## src/rtl/core/telemetry_frame_builder_crc32_defines.svh

```systemverilog
// assertion macros for the telemetry frame builder
// included by the top level; no other dependencies
`ifndef TELEMETRY_FRAME_BUILDER_CRC32_DEFINES_SVH
`define TELEMETRY_FRAME_BUILDER_CRC32_DEFINES_SVH

`ifndef ASSERT_OFF
// property must hold at every clock edge outside reset
`define TFB_ASSERT(lbl, clk, rst, prop) \
  lbl: assert property (@(posedge clk) disable iff (rst) (prop)) \
    else $error("assertion failed");
// condition must never be true outside reset
`define TFB_ASSERT_NEVER(lbl, clk, rst, cond) \
  lbl: assert property (@(posedge clk) disable iff (rst) !(cond)) \
    else $error("forbidden condition seen");
`else
`define TFB_ASSERT(lbl, clk, rst, prop)
`define TFB_ASSERT_NEVER(lbl, clk, rst, cond)
`endif

`endif

```

## src/rtl/core/tfb_pkg.sv

```systemverilog
// shared types, constants and the crc-32 byte step for the frame builder
// no dependencies
package tfb_pkg;

  localparam int SEQ_W      = 24;
  localparam int VAL_W      = 16;
  localparam int LAP_W      = 10;
  localparam int IN_DATA_W  = 88;
  localparam int SPAN_W     = 5;
  localparam int IDX_W      = 5;
  localparam int QUOT_W     = 15;

  localparam logic [7:0] HDR0     = 8'hAA;
  localparam logic [7:0] HDR1     = 8'h55;
  localparam logic [7:0] LEN_BYTE = 8'd10;

  localparam int LAP_MOD = 1000;
  // ceil(2^34 / 1000): exact quotient for every 24-bit sequence number
  localparam logic [24:0] RECIP       = 25'd17179870;
  localparam int          RECIP_SHIFT = 34;

  localparam logic [IDX_W-1:0] BODY_BYTES = 5'd16;
  localparam logic [IDX_W-1:0] LAST_IDX   = 5'd19;

  localparam logic [31:0] CRC_POLY = 32'hEDB88320;
  localparam logic [31:0] CRC_INIT = 32'hFFFFFFFF;

  localparam logic [SPAN_W-1:0] SPAN_RESET = 5'd14;

  localparam int QDEPTH = 2;
  localparam int QPTR_W = 1;
  localparam int QCNT_W = 2;

  typedef struct packed {
    logic [SEQ_W-1:0] seq;
    logic [LAP_W-1:0] lap;
    logic [VAL_W-1:0] distance;
    logic [VAL_W-1:0] speed;
    logic [VAL_W-1:0] steering;
    logic [VAL_W-1:0] throttle;
  } record_t;

  typedef struct packed {
    logic push;
    logic pop;
    logic empty;
    logic full;
  } q_status_t;

  typedef struct packed {
    logic             load;
    logic [IDX_W-1:0] idx;
    logic [31:0]      crc;
  } back_status_t;

  // reflected crc-32 over one byte, lsb first
  function automatic logic [31:0] crc32_byte(input logic [31:0] crc_in,
                                             input logic [7:0]  data);
    logic [31:0] c;
    c = crc_in ^ {24'd0, data};
    for (int b = 0; b < 8; b++) begin
      c = c[0] ? ((c >> 1) ^ CRC_POLY) : (c >> 1);
    end
    return c;
  endfunction

endpackage

```

## src/rtl/core/telemetry_frame_builder_crc32.sv

```systemverilog
// top level of the telemetry frame builder with reflected crc-32 trailer
// depends on tfb_pkg, tfb_front, tfb_queue, tfb_back and the defines header
//
//  channel   dir  signals                      meaning
//  --------  ---  ---------------------------  --------------------------------
//  slave     in   s_tvalid s_tready s_tdata    one telemetry record
//  master    out  m_tvalid m_tready m_tdata    one frame byte, m_tlast on byte 19
//                 m_tlast
//  config    in   cfg_valid cfg_ready cfg_data crc span register
//
// each record turns into 20 bytes; the byte serializer emits one byte per
// cycle while m_tready is high and pops a record only with its last byte
// record path: front end s1, s2, queue, then the output register
// rst is synchronous: queue and pipeline empty, crc span back to 14
// a stall on the master side holds the output register; the slave side keeps
// taking records until the two-stage front end and the queue fill up
`include "telemetry_frame_builder_crc32_defines.svh"

module telemetry_frame_builder_crc32 (
  input  logic                              clk,
  input  logic                              rst,
  // slave record stream
  input  logic                              s_tvalid,
  output logic                              s_tready,
  // seq_number[23:0], distance_value[39:24], speed_value[55:40],
  // steering_value[71:56], throttle_value[87:72]
  input  logic [tfb_pkg::IN_DATA_W-1:0]     s_tdata,
  // master byte stream
  output logic                              m_tvalid,
  input  logic                              m_tready,
  // out_byte[7:0]
  output logic [7:0]                        m_tdata,
  // last_byte
  output logic                              m_tlast,
  // crc span register write
  input  logic                              cfg_valid,
  output logic                              cfg_ready,
  input  logic [tfb_pkg::SPAN_W-1:0]        cfg_data
);

  logic [tfb_pkg::SPAN_W-1:0] crc_span;

  // front end to queue
  logic                  fr_valid;
  logic                  fr_ready;
  tfb_pkg::record_t      fr_rec;

  // queue to back end
  logic                  head_valid;
  logic                  head_pop;
  tfb_pkg::record_t      head_rec;

  tfb_pkg::q_status_t    q_st;
  tfb_pkg::back_status_t bk_st;

  // first byte of a frame going into the output register
  logic                  frame_start;

  // register writes are always taken
  assign cfg_ready = 1'b1;

  always_ff @(posedge clk) begin
    if (rst) begin
      crc_span <= tfb_pkg::SPAN_RESET;
    end else if (cfg_valid) begin
      crc_span <= cfg_data;
    end
  end

  // lap count: seq mod 1000 by reciprocal multiply, then one back-multiply
  tfb_front u_front (
    .clk       (clk),
    .rst       (rst),
    .in_valid  (s_tvalid),
    .in_ready  (s_tready),
    .in_data   (s_tdata),
    .out_valid (fr_valid),
    .out_ready (fr_ready),
    .out_rec   (fr_rec)
  );

  // decouples the record front end from the byte serializer
  tfb_queue u_queue (
    .clk        (clk),
    .rst        (rst),
    .in_valid   (fr_valid),
    .in_ready   (fr_ready),
    .in_rec     (fr_rec),
    .head_valid (head_valid),
    .pop        (head_pop),
    .head_rec   (head_rec),
    .status     (q_st)
  );

  // serializer works straight off the queue head and pops it on the last byte
  tfb_back u_back (
    .clk        (clk),
    .rst        (rst),
    .head_valid (head_valid),
    .head_rec   (head_rec),
    .pop        (head_pop),
    .crc_span   (crc_span),
    .out_valid  (m_tvalid),
    .out_ready  (m_tready),
    .out_byte   (m_tdata),
    .out_last   (m_tlast),
    .status     (bk_st)
  );

  assign frame_start = bk_st.load && (bk_st.idx == '0);

  // lap count leaving the front end is always a proper remainder
  `TFB_ASSERT(a_lap_range, clk, rst, fr_valid |-> (fr_rec.lap < 10'd1000))
  // every frame starts its crc from all ones
  `TFB_ASSERT(a_crc_seed, clk, rst, frame_start |-> (bk_st.crc == tfb_pkg::CRC_INIT))
  // the first byte of a frame lands in the output register as the sync byte
  `TFB_ASSERT(a_sync_byte, clk, rst, frame_start |=> (m_tdata == tfb_pkg::HDR0))
  // the queue is never popped while empty
  `TFB_ASSERT_NEVER(a_pop_empty, clk, rst, q_st.pop && q_st.empty)

endmodule

```

## src/rtl/core/tfb_front.sv

```systemverilog
// front end: accepts records and works out the lap count over two stages
// depends on tfb_pkg
module tfb_front (
  input  logic                            clk,
  input  logic                            rst,
  input  logic                            in_valid,
  output logic                            in_ready,
  input  logic [tfb_pkg::IN_DATA_W-1:0]   in_data,
  output logic                            out_valid,
  input  logic                            out_ready,
  output tfb_pkg::record_t                out_rec
);

  logic                         s1_valid;
  tfb_pkg::record_t             s1_rec;
  logic [tfb_pkg::QUOT_W-1:0]   s1_quot;
  logic                         s2_valid;
  tfb_pkg::record_t             s2_rec;
  logic                         s1_en;
  logic                         s2_en;
  tfb_pkg::record_t             in_rec;
  tfb_pkg::record_t             s1_done;
  logic [48:0]                  prod;
  logic [23:0]                  quot_x;
  logic [23:0]                  rem;

  assign s2_en    = !s2_valid || out_ready;
  assign s1_en    = !s1_valid || s2_en;
  assign in_ready = s1_en;

  always_comb begin
    in_rec          = '0;
    in_rec.seq      = in_data[23:0];
    in_rec.distance = in_data[39:24];
    in_rec.speed    = in_data[55:40];
    in_rec.steering = in_data[71:56];
    in_rec.throttle = in_data[87:72];
  end

  // quotient by reciprocal multiply
  assign prod   = {25'd0, in_data[23:0]} * {24'd0, tfb_pkg::RECIP};
  // quotient times 1000, then the remainder
  assign quot_x = {9'd0, s1_quot} * 24'd1000;
  assign rem    = s1_rec.seq - quot_x;

  // stage one record with its lap count filled in
  always_comb begin
    s1_done     = s1_rec;
    s1_done.lap = rem[tfb_pkg::LAP_W-1:0];
  end

  always_ff @(posedge clk) begin
    if (rst) begin
      s1_valid <= 1'b0;
      s2_valid <= 1'b0;
    end else begin
      if (s1_en) s1_valid <= in_valid;
      if (s2_en) s2_valid <= s1_valid;
    end
  end

  always_ff @(posedge clk) begin
    if (s1_en && in_valid) begin
      s1_rec  <= in_rec;
      s1_quot <= prod[48:tfb_pkg::RECIP_SHIFT];
    end
    if (s2_en && s1_valid) begin
      s2_rec <= s1_done;
    end
  end

  assign out_valid = s2_valid;
  assign out_rec   = s2_rec;

endmodule

```

## src/rtl/core/tfb_queue.sv

```systemverilog
// two-entry record queue between front and back ends
// depends on tfb_pkg
module tfb_queue (
  input  logic                 clk,
  input  logic                 rst,
  input  logic                 in_valid,
  output logic                 in_ready,
  input  tfb_pkg::record_t     in_rec,
  output logic                 head_valid,
  input  logic                 pop,
  output tfb_pkg::record_t     head_rec,
  output tfb_pkg::q_status_t   status
);

  tfb_pkg::record_t              mem [tfb_pkg::QDEPTH];
  logic [tfb_pkg::QPTR_W-1:0]    wr_ptr;
  logic [tfb_pkg::QPTR_W-1:0]    rd_ptr;
  logic [tfb_pkg::QCNT_W-1:0]    count;
  logic                          push;
  logic                          full;
  logic                          empty;

  assign full       = (count == tfb_pkg::QCNT_W'(tfb_pkg::QDEPTH));
  assign empty      = (count == '0);
  assign in_ready   = !full;
  assign push       = in_valid && !full;
  assign head_valid = !empty;
  assign head_rec   = mem[rd_ptr];

  always_ff @(posedge clk) begin
    if (rst) begin
      wr_ptr <= '0;
      rd_ptr <= '0;
      count  <= '0;
    end else begin
      if (push) wr_ptr <= wr_ptr + 1'b1;
      if (pop)  rd_ptr <= rd_ptr + 1'b1;
      case ({push, pop})
        2'b10:   count <= count + 1'b1;
        2'b01:   count <= count - 1'b1;
        default: count <= count;
      endcase
    end
  end

  always_ff @(posedge clk) begin
    if (push) mem[wr_ptr] <= in_rec;
  end

  always_comb begin
    status.push  = push;
    status.pop   = pop;
    status.empty = empty;
    status.full  = full;
  end

endmodule

```

## src/rtl/core/tfb_back.sv

```systemverilog
// back end: one frame a byte per cycle when not stalled, folds in the crc-32
// depends on tfb_pkg
module tfb_back (
  input  logic                        clk,
  input  logic                        rst,
  input  logic                        head_valid,
  input  tfb_pkg::record_t            head_rec,
  output logic                        pop,
  input  logic [tfb_pkg::SPAN_W-1:0]  crc_span,
  output logic                        out_valid,
  input  logic                        out_ready,
  output logic [7:0]                  out_byte,
  output logic                        out_last,
  output tfb_pkg::back_status_t       status
);

  logic [tfb_pkg::IDX_W-1:0] idx;
  logic [31:0]               crc;
  logic [31:0]               crc_upd;
  logic [31:0]               crc_fin;
  logic [15:0]               lap_word;
  logic [7:0]                byte_sel;
  logic                      load;
  logic                      at_last;
  logic                      covered;

  assign load     = head_valid && (!out_valid || out_ready);
  assign at_last  = (idx == tfb_pkg::LAST_IDX);
  assign pop      = load && at_last;
  assign crc_upd  = tfb_pkg::crc32_byte(crc, byte_sel);
  assign crc_fin  = ~crc;
  assign lap_word = {6'd0, head_rec.lap};
  // spans above sixteen saturate since only body bytes reach this test
  assign covered  = (idx < tfb_pkg::BODY_BYTES) && ({1'b0, idx} < {1'b0, crc_span});

  always_comb begin
    case (idx)
      5'd0:    byte_sel = tfb_pkg::HDR0;
      5'd1:    byte_sel = tfb_pkg::HDR1;
      5'd2:    byte_sel = head_rec.seq[7:0];
      5'd3:    byte_sel = head_rec.seq[15:8];
      5'd4:    byte_sel = head_rec.seq[23:16];
      5'd5:    byte_sel = tfb_pkg::LEN_BYTE;
      5'd6:    byte_sel = lap_word[7:0];
      5'd7:    byte_sel = lap_word[15:8];
      5'd8:    byte_sel = head_rec.distance[7:0];
      5'd9:    byte_sel = head_rec.distance[15:8];
      5'd10:   byte_sel = head_rec.speed[7:0];
      5'd11:   byte_sel = head_rec.speed[15:8];
      5'd12:   byte_sel = head_rec.steering[7:0];
      5'd13:   byte_sel = head_rec.steering[15:8];
      5'd14:   byte_sel = head_rec.throttle[7:0];
      5'd15:   byte_sel = head_rec.throttle[15:8];
      5'd16:   byte_sel = crc_fin[7:0];
      5'd17:   byte_sel = crc_fin[15:8];
      5'd18:   byte_sel = crc_fin[23:16];
      5'd19:   byte_sel = crc_fin[31:24];
      default: byte_sel = 8'h00;
    endcase
  end

  always_ff @(posedge clk) begin
    if (rst) begin
      idx       <= '0;
      crc       <= tfb_pkg::CRC_INIT;
      out_valid <= 1'b0;
    end else begin
      if (load) begin
        out_valid <= 1'b1;
        idx       <= at_last ? '0 : idx + 1'b1;
        if (at_last)      crc <= tfb_pkg::CRC_INIT;
        else if (covered) crc <= crc_upd;
      end else if (out_ready) begin
        out_valid <= 1'b0;
      end
    end
  end

  always_ff @(posedge clk) begin
    if (load) begin
      out_byte <= byte_sel;
      out_last <= at_last;
    end
  end

  always_comb begin
    status.load = load;
    status.idx  = idx;
    status.crc  = crc;
  end

endmodule
```

## config.mk

```make
export PLATFORM = sky130hd
export DESIGN_NAME = telemetry_frame_builder_crc32
export DESIGN_NICKNAME = d
export VERILOG_FILES = /design/src/rtl/core/tfb_pkg.sv /design/src/rtl/core/telemetry_frame_builder_crc32.sv /design/src/rtl/core/tfb_front.sv /design/src/rtl/core/tfb_queue.sv /design/src/rtl/core/tfb_back.sv
export VERILOG_INCLUDE_DIRS = /design/src /design/src/rtl/core
export SDC_FILE = /design/constraint.sdc
export NUM_CORES = 1
export LEC_CHECK = 0
export BUFFER_PORTS_ARGS = -buffer_cell sky130_fd_sc_hd__buf_2
export CORE_AREA = 2 2 315 349
export DETAILED_ROUTE_END_ITERATION = 10
export DIE_AREA = 0 0 317 351
export PLACE_DENSITY = 0.47
export SYNTH_ARGS = -nofsm -noshare
export SYNTH_HDL_FRONTEND = slang
export SYNTH_SLANG_ARGS = --single-unit
```

## constraint.sdc

```tcl
create_clock -name clk -period 18.3 [get_ports clk]
set_input_delay 4.575 -clock clk [delete_from_list [all_inputs] [get_ports clk]]
set_output_delay 4.575 -clock clk [all_outputs]
set_load 0.02 [all_outputs]
```

After elaboration in Yosys (flattened, before gate mapping) --
Memories as Yosys holds them, arrays and structs flattened. A register that Yosys moved wholly into a read port is not among the register bits. Cells that the tools add are included.
Cells by class: add/subtract/negate cells 6, multiply operators 2, div/mod/pow operators 0, $lt $le $gt $ge 2, equality and inequality tests 22, shift-type cells 0, muxes and demuxes 19, bitwise operators 10, reduce and logical (&&, ||, !) cells 20
Operator list (count):
- 32-bit 2-to-1 mux | 10
- 8-bit one-hot mux with 20 select lines | 1
- 13-bit NOT with 14-bit output | 8
- 24-bit by 24-bit multiplier with 48-bit output (second input constant) | 1
- 5-bit by 4-bit equality test with 1-bit output (second input constant) | 8
- 32-bit NOT | 1
- 32-bit by 8-bit XOR with 32-bit output | 1
- 5-bit by 3-bit equality test with 1-bit output (second input constant) | 4
- 5-bit equality test (second input constant) | 4
- 15-bit by 7-bit multiplier with 7-bit output (second input constant) | 1
- 5-bit by 2-bit equality test with 1-bit output (second input constant) | 2
- 10-bit subtractor | 1
- 1-bit logical AND | 6
- 1-bit 2-to-1 mux | 6
- 2-bit nonzero test | 3
- 5-bit by 1-bit adder with 5-bit output (second input constant) | 1
- 5-bit by 1-bit equality test with 1-bit output (second input constant) | 1
- 1-bit logical NOT | 5
- 5-bit logical NOT | 1
- 5-bit < comparator | 1
- 5-bit < comparator (second input constant) | 1
- 5-bit 2-to-1 mux | 1
- 2-bit equality test (second input constant) | 2
- 2-bit one-hot mux with 2 select lines | 1
- other kinds (7) | 10
Word-level totals: bits in registers 259, latch bits 0, bits in writable memories 196, bits in read-only memories 0, output and inout bits 12, logic and storage cells 105, memories 1
Memories:
- u_queue.mem | words 2, width 98, rd ports 1, clocked after memory_dff 1, wr ports 1, line tfb_queue.sv:15 | tfb_pkg::record_t mem [tfb_pkg::QDEPTH];

Logic depth before layout (Yosys ltp) --
Gate-level depths: netlist of run 1.
depth in word-level cells 21, gate-level depth with buffers 23

By module --
A second synthesis of run 1 with hierarchy kept.
Unflattened totals: cells, all modules 1950, area total of the unflattened synthesis 26415.3 µm²
Modules (own cells, without submodules):
- tfb_front | times used 1, cells each 1160, area each 14933.1 µm²
- tfb_queue | times used 1, cells each 336, area each 7325.8 µm²
- tfb_back | times used 1, cells each 436, area each 3961.3 µm²
- telemetry_frame_builder_crc32 | times used 1, cells each 18, area each 195.2 µm²

Worst setup path after synthesis of run 1 --
OpenSTA, ideal clock, no wires.
path type input to register, start point input port s_tdata[19] in the netlist's numbering, end point register u_front.s1_quot[5] in the netlist's numbering, data pin, setup time 0.269 ns, data arrival time 9.669 ns, required time 18.031 ns, path slack 8.363 ns, stages 21, cell sequence fa_1 > inv_1 > fa_1 > inv_1 > ha_1 > fa_1 > fa_1 > fa_1 > inv_1 > fa_1 > inv_1 > ha_1 > a21o_1 > a21o_1 > a21oi_1 > o21a_1 > a21oi_1 > o2bb2ai_1 > a211oi_1 > o31ai_1 > xor2_1
Between the ends: longest elaborated chain between the ends 1
RTL lines:
- start, declared | line telemetry_frame_builder_crc32.sv:27 | input logic [tfb_pkg::IN_DATA_W-1:0] s_tdata,
- 24-bit by 24-bit multiplier with 48-bit output | line tfb_front.sv:41 | assign prod = {25'd0, in_data[23:0]} * {24'd0, tfb_pkg::RECIP};
- net u_front.prod[39] | line tfb_front.sv:23 | logic [48:0] prod;
- end signal, assigned | line tfb_front.sv:65 | s1_quot <= prod[48:tfb_pkg::RECIP_SHIFT];
- end, declared | line tfb_front.sv:16 | logic [tfb_pkg::QUOT_W-1:0] s1_quot;
The timed path passes the listed nets, and every way through them passes these cells. A chain may end at the register's enable or synchronous reset.

Worst setup path in the final report of run 1 --
start point input port s_tdata[7] in the netlist's numbering, end point register u_front.s1_quot[5] in the netlist's numbering, data pin
The elaborated chain is that of the path after synthesis.

==> flow_summary_export.csv, run 1 <==
group,metric,value,unit
timing,skew,0.03321,ns
global_route,grt_max_degree,67,
run_status,status,"complete, but fails checks",
yosys,ys_seq_elements,439,
clocking,cts_tree,"yes",
die,core_area,107900,sq um
run,cap_violations,0,
timing,fin_crit_sh,0.5542,
global_route,grt_pass1_vias,15500,
clocking,clkSinkCount,439,
yosys,netlist_top_cells_area,"edfxtp_1 (45%), fa_1 (14%), ha_1 (13%)",
worst_hold_path,hold_path_class,"register to register",
clocking,clock_latency,0.59,ns
drt,drt-total-wl,60740,um
final_layout,stdcell_area,29430,sq um
drt,wl_per_cell,17.52,um
run_status,violations,"design-rule violations",
final_layout,synthToLayoutAreaGrowth,14.59,%
critical_path,worstSetupPathType,"input port to register",
drt,first_pass_iters,8,
placement,dp_hpwl,45560,um
drt,antenna_left,0,
clocking,clockBufferDepth,3,
global_route,grt_pass1_wl,93090,um
yosys,synth-warning-count,0,
die,die_x,317,um
placement,placed_area,27840,sq um
timing,tightest_slew,1.260,ns
yosys,ys_seq_area_frac,0.4939,
final_layout,drive_gt1_frac,0.1099,
yosys,synth-edff-count,389,
timing,rsz0062_at_grt,"false",
yosys,synthesis.area,25680,sq um
critical_path,startpoint_type,"input port",
timing,drv_slew,0,
yosys,async_flop_share,0,
yosys,synth_flop_cell,"edfxtp_1",
power,p_leak,12.06,nW
timing,setup_viol,0,
die,ioPinCount,110,
power,finalPower,4.494,mW
timing,layout_min_cycle_time,10.14,ns
clocking,clkTransAtPathRegs,0.06,ns
drt,avgViaCountPerCell,4.080,
die,die_area,111300,sq um
clocking,cts_setup_buffers,0,
yosys,ys_types,82,
power,ir_worst_vdd,0.1262,mV
global_route,antenna_found_initial,0,
die,initial_core_util,0.2380,
drt,remaining_drc_errors,1,
drt,routed-via-count,14140,
critical_path,path_max_fanout,12,
clocking,clock-root-buffer,"clkbuf_16",
critical_path,critPathRequiredTime,18.61,ns
clocking,htree_levels,2,
placement,io_buffers,108,
critical_path,cp.arrival,10.45,ns
yosys,synth.largest_area_cell,"edfxtp_1",
clocking,cts_buffers,47,
yosys,yosys.area.top_type_share,0.4549,
clocking,cts_hold_buf,0,
timing,setup_tns,0,ns
timing,slew-limit-headroom,0.1541,
critical_path,end_kind,"register",
yosys,synthCells,1882,
die,rows,127,
global_route,grt-ovfl-total,0,
final_layout,fillers,11022,
clocking,cts_resized,0,
die,die_h,351,um
power,powerDensity,152.7,nW/um^2
final_layout,finalNetCount,2541,
timing,timing.fmax,98.61,MHz
global_route,grt_usage,0.1107,
placement,place_congestion,0.8449,
timing,hold_viol,0,
yosys,synth_area_per_cell,13.64,sq um
drt,first_iter_violations,714,
final_layout,diodes,0,
yosys,synth_fp_nets,2413,
## power breakdown
part | switching (mW) | leakage (nW) | internal (mW) | total, mW
logic | 1.26 | 7.26 | 1.01 | 2.27
registers | 0.0385 | 4.04 | 1.20 | 1.24
clock network | 0.400 | 0.760 | 0.581 | 0.981
total | 1.70 | 12.1 | 2.79 | 4.49
## flip-flops by register name, indices dropped and copies added, names as in the netlist, 2 cells and up, named ones only
signal	count
u_front.out_rec	95
u_back.crc	32
crc_span	5
u_front.s1_done	88
u_back.out_byte	8
u_back.idx	5
u_front.s1_quot	7
u_queue.count	2
u_queue.mem	190
## placed cells by master, fill, tap and decap left out, types with 8 or more instances in the layout
master,instances
inv_1,390
edfxtp_1,389
ha_1,257
fa_1,176
buf_2,108
nor2_1,72
mux2i_1,68
xnor2_1,53
dfxtp_1,49
a21oi_1,48
clkbuf_16,48
nor3_1,33
o21ai_0,31
o22ai_1,31
nand2_1,23
xor2_1,23
a221oi_1,16
a21o_1,15
xnor3_1,15
nand2b_1,14
buf_4,12
clkinv_1,9
or3_1,9
nand4bb_1,8
## stage by stage
| stage | worst slack, ns | utilization | instances | hold slack (ns) |
|---|---|---|---|---|
| floorplan | 8.363 | - | 1882 | 0.4003 |
| global placement | 7.551 | 0.2580 | 3380 | 0.4050 |
| detailed placement | 7.492 | 0.2580 | 3380 | 0.4052 |
| CTS | 8.124 | 0.2727 | 3466 | 0.3981 |
| global route | 7.775 | 0.2727 | 3466 | 0.4230 |
| finish | 8.159 | 0.2727 | 3466 | 0.3940 |
## metal layers
metal | share of wire | vias to the layer above | GRT usage
met1 | 0.43 | 7094 | 0.1370
met4 | 0.027 | 0 | 0.03417
met2 | 0.51 | 235 | 0.1989
met3 | 0.033 | 82 | 0.01397
met5 | 0 | - | 0
li1 | - | 6729 | -
## worst paths after layout
path | slack (ns) | end | from | depth (start not counted)
hold reg to reg | 0.39 | u_front.out_rec[1] | u_front.s1_done[1] | 0
setup / recovery | 8.16 | u_front.s1_quot[5] | s_tdata[7] | 20
hold / removal | 0.39 | u_front.out_rec[1] | u_front.s1_done[1] | 0
setup reg to reg | 13.61 | u_back.crc[25] | register | 10
## cell usage after synthesis (all sizes together), types with 5 or more instances
library cell	number
a21o	15
a21oi	48
a221oi	16
and2	5
buf	24
clkbuf	17
dfxtp	50
edfxtp	389
fa	176
ha	257
inv	390
mux2	5
mux2i	68
nand2	23
nand2b	14
nand4	5
nand4b	5
nand4bb	8
nor2	73
nor2b	5
nor3	33
nor4	5
o211ai	6
o21ai	35
o22ai	31
or3	9
xnor2	55
xnor3	17
xor2	26
## cell families after synthesis
family / count (synthesis) / synth area share
buf+inv: 432 / 0.06773
compound gates: 191 / 0.04936
other cells: 1 / 0.0001460
mux: 76 / 0.03133
fa+ha+maj: 433 / 0.2624
simple gates: 209 / 0.04692
xor+xnor: 101 / 0.04819
flops: 439 / 0.4939
## critical path: stages
cell,delay [ns]
buf_2,0.23
fa_1,0.58
inv_1,0.06
fa_1,0.48
inv_1,0.05
ha_1,0.27
ha_1,0.22
fa_1,0.53
inv_1,0.05
fa_1,0.47
fa_1,0.55
inv_1,0.05
ha_1,0.29
nand4_1,0.12
o31ai_1,0.43
a2111oi_0,0.20
nor3_1,0.67
a211oi_1,0.23
o31ai_1,0.32
xor2_1,0.09
## layout make-up
type | instances | area (sq um) | share of cell area
inverters | 391 | 1468 | 0.04988
multi-input cells | 1011 | 11280 | 0.3833
clock buffers | 55 | 1227 | 0.04171
repair buffers | 120 | 630.6 | 0.02143
clock inverters | 31 | 359.1 | 0.01220
well taps | 1419 | 1775 | 0.06034
flip-flops and latches | 439 | 12690 | 0.4311
(Power assumes the default switching activity.)
==> run 2: changes to the inputs <==
PLACE_DENSITY = 0.48   (was 0.47)
clock period = 8.5 ns   (was 18.3 ns; I/O delays follow)
==> flow_summary_export.csv, run 2 (synthesis results as in run 1) <==
group,metric,value,unit
run_status,status,"completed",
timing,layout_min_cycle_time,7.698,ns
critical_path,worstSetupPathType,"input port to register",
die,rows,127,
clocking,clkSinkCount,439,
critical_path,critPathRequiredTime,8.81,ns
timing,tightest_slew,0.8155,ns
die,die_area,111300,sq um
critical_path,r2r_cells,12,
drt,antenna_left,0,
global_route,grtUsageMet2,0.1934,
clocking,cts_setup_buffers,0,
die,core_area,107900,sq um
die,initial_core_util,0.2380,
placement,dp_hpwl,45250,um
timing,skew,0.01750,ns
clocking,clkTransAtPathRegs,0.06,ns
timing,timing.fmax,129.9,MHz
drt,wl_per_cell,17.32,um
final_layout,fin_util,0.2735,
global_route,antenna_found_initial,1,
timing,hold_viol,0,
clocking,cts_buffers,45,
power,p_leak,12.14,nW
critical_path,r2r-start,"u_back.idx[0]",
power,powerDensity,326.3,nW/um^2
drt,avgViaCountPerCell,4.078,
timing,rsz0062_at_grt,"false",
clocking,cts_tree,"yes",
global_route,grt_pass1_vias,15530,
global_route,grt_pass1_wl,93200,um
worst_hold_path,holdPathStages,0,
final_layout,finalNetCount,2561,
clocking,cts_resized,0,
die,die_x,317,um
global_route,grt.met3_usage,0.01273,
critical_path,startpoint_type,"input port",
final_layout,layout_commonest_cell,"inv_1",
final_layout,top_register,"u_queue.mem",
drt,remaining_drc_errors,0,
final_layout,drive_gt1_frac,0.1186,
timing,drv_slew,0,
clocking,htree_levels,2,
final_layout,synthToLayoutAreaGrowth,14.92,%
worst_hold_path,hp-start,"u_front.s1_done[89]",
drt,drt-total-wl,60350,um
timing,fin_crit_sh,0.9056,
timing,setup_viol,0,
run,cap_violations,0,
critical_path,end_kind,"register",
worst_hold_path,hold_path_class,"register to register",
critical_path,path_max_fanout,9,
drt,first_pass_iters,5,
power,ir_worst_vdd,0.3320,mV
global_route,grt-ovfl-total,0,
drt,first_iter_violations,809,
placement,io_buffers,108,
timing,slew-limit-headroom,0.4563,
power,finalPower,9.628,mW
clocking,clock_latency,0.58,ns
clocking,clock-root-buffer,"clkbuf_16",
timing,setup_tns,0,ns
global_route,grt_max_degree,57,
drt,routed-via-count,14209,
global_route,grt_use_met1,0.1421,
die,die_h,351,um
global_route,grt_usage,0.1099,
global_route,busiest_layer,"met2",
final_layout,largest_reg_flops,190,
placement,place_congestion,0.8828,
worst_hold_path,hold_path_end,"u_front.out_rec[89]",
final_layout,most-common-layout-cells,"inv_1 (390), edfxtp_1 (389), ha_1 (257)",
clocking,cts_hold_buf,0,
final_layout,diodes,0,
critical_path,startpoint,"s_tdata[22]",
clocking,clockBufferDepth,3,
final_layout,fillers,11049,
critical_path,rrSetupSlack,4.18,ns
critical_path,timing.rr.end,"u_back.crc[21]",
critical_path,cp.arrival,8.01,ns
die,ioPinCount,110,
==> run 2: changes by cell type in the layout (fill, tap and decap cells not counted), moves of 3 or more <==
cell / before / now
clkinvlp_4: 5 / 2
buf_4: 12 / 34
clkbuf_16: 48 / 45
clkinv_2: 6 / 10
==> run 2: power breakdown <==
group | switching [mW] | internal [mW]
clock network | 0.840 | 1.19
logic | 2.72 | 2.21
registers | 0.0795 | 2.58
total | 3.64 | 5.99
==> run 2: through the flow <==
step                      hold WS, ns  instances  setup slack, ns  cell area (sq um)
after floorplan                0.4003       1882            1.013              25680
after global placement         0.4052       3402           0.2271              28000
after detailed placement       0.4052       3402           0.2066              28000
after CTS                      0.4097       3484           0.8024              29510
after global routing           0.4211       3484           0.4837              29510
final                          0.4158       3484           0.8023              29510
==> run 2: metal layers <==
| metal | share of wire | wire [um] |
|---|---|---|
| met1 | 0.44 | 26380 |
| met2 | 0.50 | 30410 |
| met5 | 0 | 0 |
| met4 | 0.023 | 1411 |
| met3 | 0.036 | 2149 |
==> run 2: worst max path at each step <==
stage	to	slack, ns	cells past startpoint
5_1_grt	u_front.s1_quot[5]	0.48	23
2_1_floorplan	u_front.s1_quot[5]	1.01	21
3_5_place_dp	u_front.s1_quot[5]	0.21	23
6_report	u_front.s1_quot[5]	0.80	23
3_3_place_gp	u_front.s1_quot[5]	0.23	22
4_1_cts	u_front.s1_quot[5]	0.80	20
==> run 2: layout make-up <==
class / instances / area, sq um / share of cell area
sequential: 439 / 12690 / 0.4299
multi-input combinational: 1011 / 11280 / 0.3822
tap: 1419 / 1775 / 0.06017
clock inverter: 31 / 356.6 / 0.01208
timing repair buffer: 142 / 795.8 / 0.02697
clock buffer: 51 / 1149 / 0.03892
inverter: 391 / 1468 / 0.04974
==> run 2: critical path, cell delays in order <==
cell and delay (ns):
buf_2 0.23, ha_1 0.54, inv_1 0.10, fa_1 0.49, inv_1 0.04, ha_1 0.28, inv_1 0.06, fa_1 0.43
fa_1 0.51, inv_1 0.05, fa_1 0.53, inv_1 0.05, fa_1 0.48, inv_1 0.04, ha_1 0.32, nand3_1 0.10
nor2_1 0.15, nand4_1 0.19, or3_1 0.46, o2bb2ai_1 0.24, a211oi_1 0.11, o31ai_1 0.34, xor2_1 0.12
==> run 3: changes to the inputs <==
CAP_MARGIN = 20   (was unset)
CORE_AREA = 2 2 320 353   (was 2 2 315 349)
DIE_AREA = 0 0 322 355   (was 0 0 317 351)
PLACE_DENSITY = 0.47   (was 0.48)
SYNTH_HIERARCHICAL = 1   (was unset)
clock period = 9.3 ns   (was 8.5 ns; I/O delays follow)
==> flow_summary_export.csv, run 3 <==
group,metric,value,unit
global_route,antenna_found_initial,3,
yosys,synth_area_per_cell,13.57,sq um
clocking,clock_latency,0.59,ns
placement,dp_hpwl,48010,um
power,p_leak,12.21,nW
run,cap_violations,0,
drt,antenna_left,0,
worst_hold_path,holdPathStages,0,
yosys,synth_fp_nets,2474,
drt,first_iter_violations,696,
yosys,synthCells,1943,
critical_path,cp.arrival,7.93,ns
final_layout,stdcell_area,30180,sq um
clocking,clockBufferDepth,3,
critical_path,startpoint_type,"input port",
drt,routed-via-count,14601,
clocking,cts_buffers,51,
final_layout,largest_reg_flops,196,
final_layout,synthToLayoutAreaGrowth,14.46,%
power,pwr-share-seq,0.255,
critical_path,worstSetupPathType,"input port to register",
clocking,cts_hold_buf,0,
critical_path,end_kind,"register",
drt,wl_per_cell,18.41,um
worst_hold_path,hp-start,"u_front/s1_done[39]",
placement,io_buffers,108,
timing,fin_crit_sh,0.8162,
power,finalPower,9.673,mW
clocking,clkSinkCount,445,
power,powerDensity,320.5,nW/um^2
die,die_area,114300,sq um
placement,place_congestion,0.8252,
power,combPwrFrac,0.545,
critical_path,rrSetupSlack,4.46,ns
timing,layout_min_cycle_time,7.590,ns
die,ioPinCount,110,
run_status,status,"completed",
global_route,grt_max_degree,68,
final_layout,layout_commonest_cell,"edfxtp_1",
power,ir_worst_vdd,0.2962,mV
clocking,cts_setup_buffers,0,
clocking,cts_tree,"yes",
final_layout,top_register,"u_queue/mem",
final_layout,drive_gt1_frac,0.1619,
power,power_switching,3.900,mW
power,p_int,5.773,mW
die,core_area,110500,sq um
timing,slew-limit-headroom,0.3070,
critical_path,timing.rr.end,"u_back/crc[18]",
drt,first_pass_iters,5,
worst_hold_path,hold_path_end,"u_front/out_rec[39]",
critical_path,r2r_cells,11,
clocking,clkTransAtPathRegs,0.06,ns
critical_path,path_max_fanout,11,
drt,drt-total-wl,65310,um
final_layout,diodes,0,
critical_path,startpoint,"s_tdata[18]",
timing,rsz0062_at_grt,"false",
die,die_h,355,um
clocking,clock-root-buffer,"clkbuf_16",
placement,placed_area,28570,sq um
global_route,grt_usage,0.1162,
critical_path,critPathRequiredTime,9.64,ns
global_route,grt_pass1_vias,16351,
power,p_sw_frac,0.4032,
final_layout,most-common-layout-cells,"edfxtp_1 (395), inv_1 (387), ha_1 (257)",
power,clockPowerShare,0.200,
drt,avgViaCountPerCell,4.115,
timing,hold_viol,0,
timing,setup_viol,0,
worst_hold_path,hold_path_class,"register to register",
die,rows,128,
clocking,cts_resized,0,
clocking,htree_levels,2,
drt,remaining_drc_errors,0,
global_route,grt_pass1_wl,100300,um
timing,tightest_slew,1.033,ns
final_layout,finalNetCount,2608,
timing,timing.fmax,131.7,MHz
final_layout,stdcell_count,3548,
yosys,synth-warning-count,6,
yosys,synthesis.area,26370,sq um
placement,dp_cells,3454,
die,initial_core_util,0.2386,
die,die_x,322,um
timing,drv_slew,0,
timing,setup_tns,0,ns
global_route,grt-ovfl-total,0,
timing,skew,0.02302,ns
run 3: layout make-up:
cell class / count / area (sq um)
clock buffer: 65 / 1401
clock inverter: 29 / 212.7
fill: 11368 / 80320
inverter: 391 / 1470
multi-input combinational: 1066 / 11790
sequential: 445 / 12870
tap: 1430 / 1789
timing repair buffer: 122 / 649.4
run 3: layer usage:
layer | routed length (um) | track usage
met1 | 27840 | 0.1431
met2 | 32590 | 0.2046
met3 | 2341 | 0.01633
met4 | 2520 | 0.04467
met5 | 13 | 0
run 3: how the worst max path moves through the flow:
| stage | to | slack, ns | depth (start not counted) |
|---|---|---|---|
| after detailed placement | u_front/s1_quot[1] | 1.06 | 22 |
| after CTS | u_front/s1_quot[1] | 1.70 | 22 |
| after global placement | u_front/s1_quot[1] | 1.12 | 20 |
| after floorplan | u_front/s1_quot[1] | 1.72 | 19 |
| final | u_front/s1_quot[1] | 1.71 | 20 |
| after global routing | u_front/s1_quot[1] | 1.39 | 22 |
run 3: through the flow:
step	hold slack, ns	utilization	setup WS (ns)
5_1_grt	0.4225	0.2731	1.391
2_1_floorplan	0.4003	-	1.720
3_3_place_gp	0.4077	0.2584	1.122
3_5_place_dp	0.4045	0.2585	1.062
6_report	0.4151	0.2731	1.710
4_1_cts	0.4166	0.2731	1.704
run 3: power groups by stage:
stage	Clock (mW)	Sequential [mW]	Combinational, mW
2_1_floorplan	0	2.48	4.01
3_3_place_gp	0	2.50	5.30
3_5_place_dp	0	2.51	5.34
4_1_cts	2.01	2.47	5.39
5_1_grt	2.09	2.48	6.12
6_report	1.93	2.47	5.27
run 3: critical path: stages:
cell       delay, ns
buf_2           0.23
fa_1            0.57
inv_1           0.06
fa_1            0.52
inv_1           0.04
ha_1            0.29
fa_1            0.49
fa_1            0.51
fa_1            0.49
inv_1           0.05
fa_1            0.48
inv_1           0.04
ha_1            0.32
a2111oi_2       0.36
o21ai_1         0.11
a41oi_1         0.27
o311ai_1        0.15
o21a_1          0.25
a311oi_2        0.27
xnor2_1         0.08
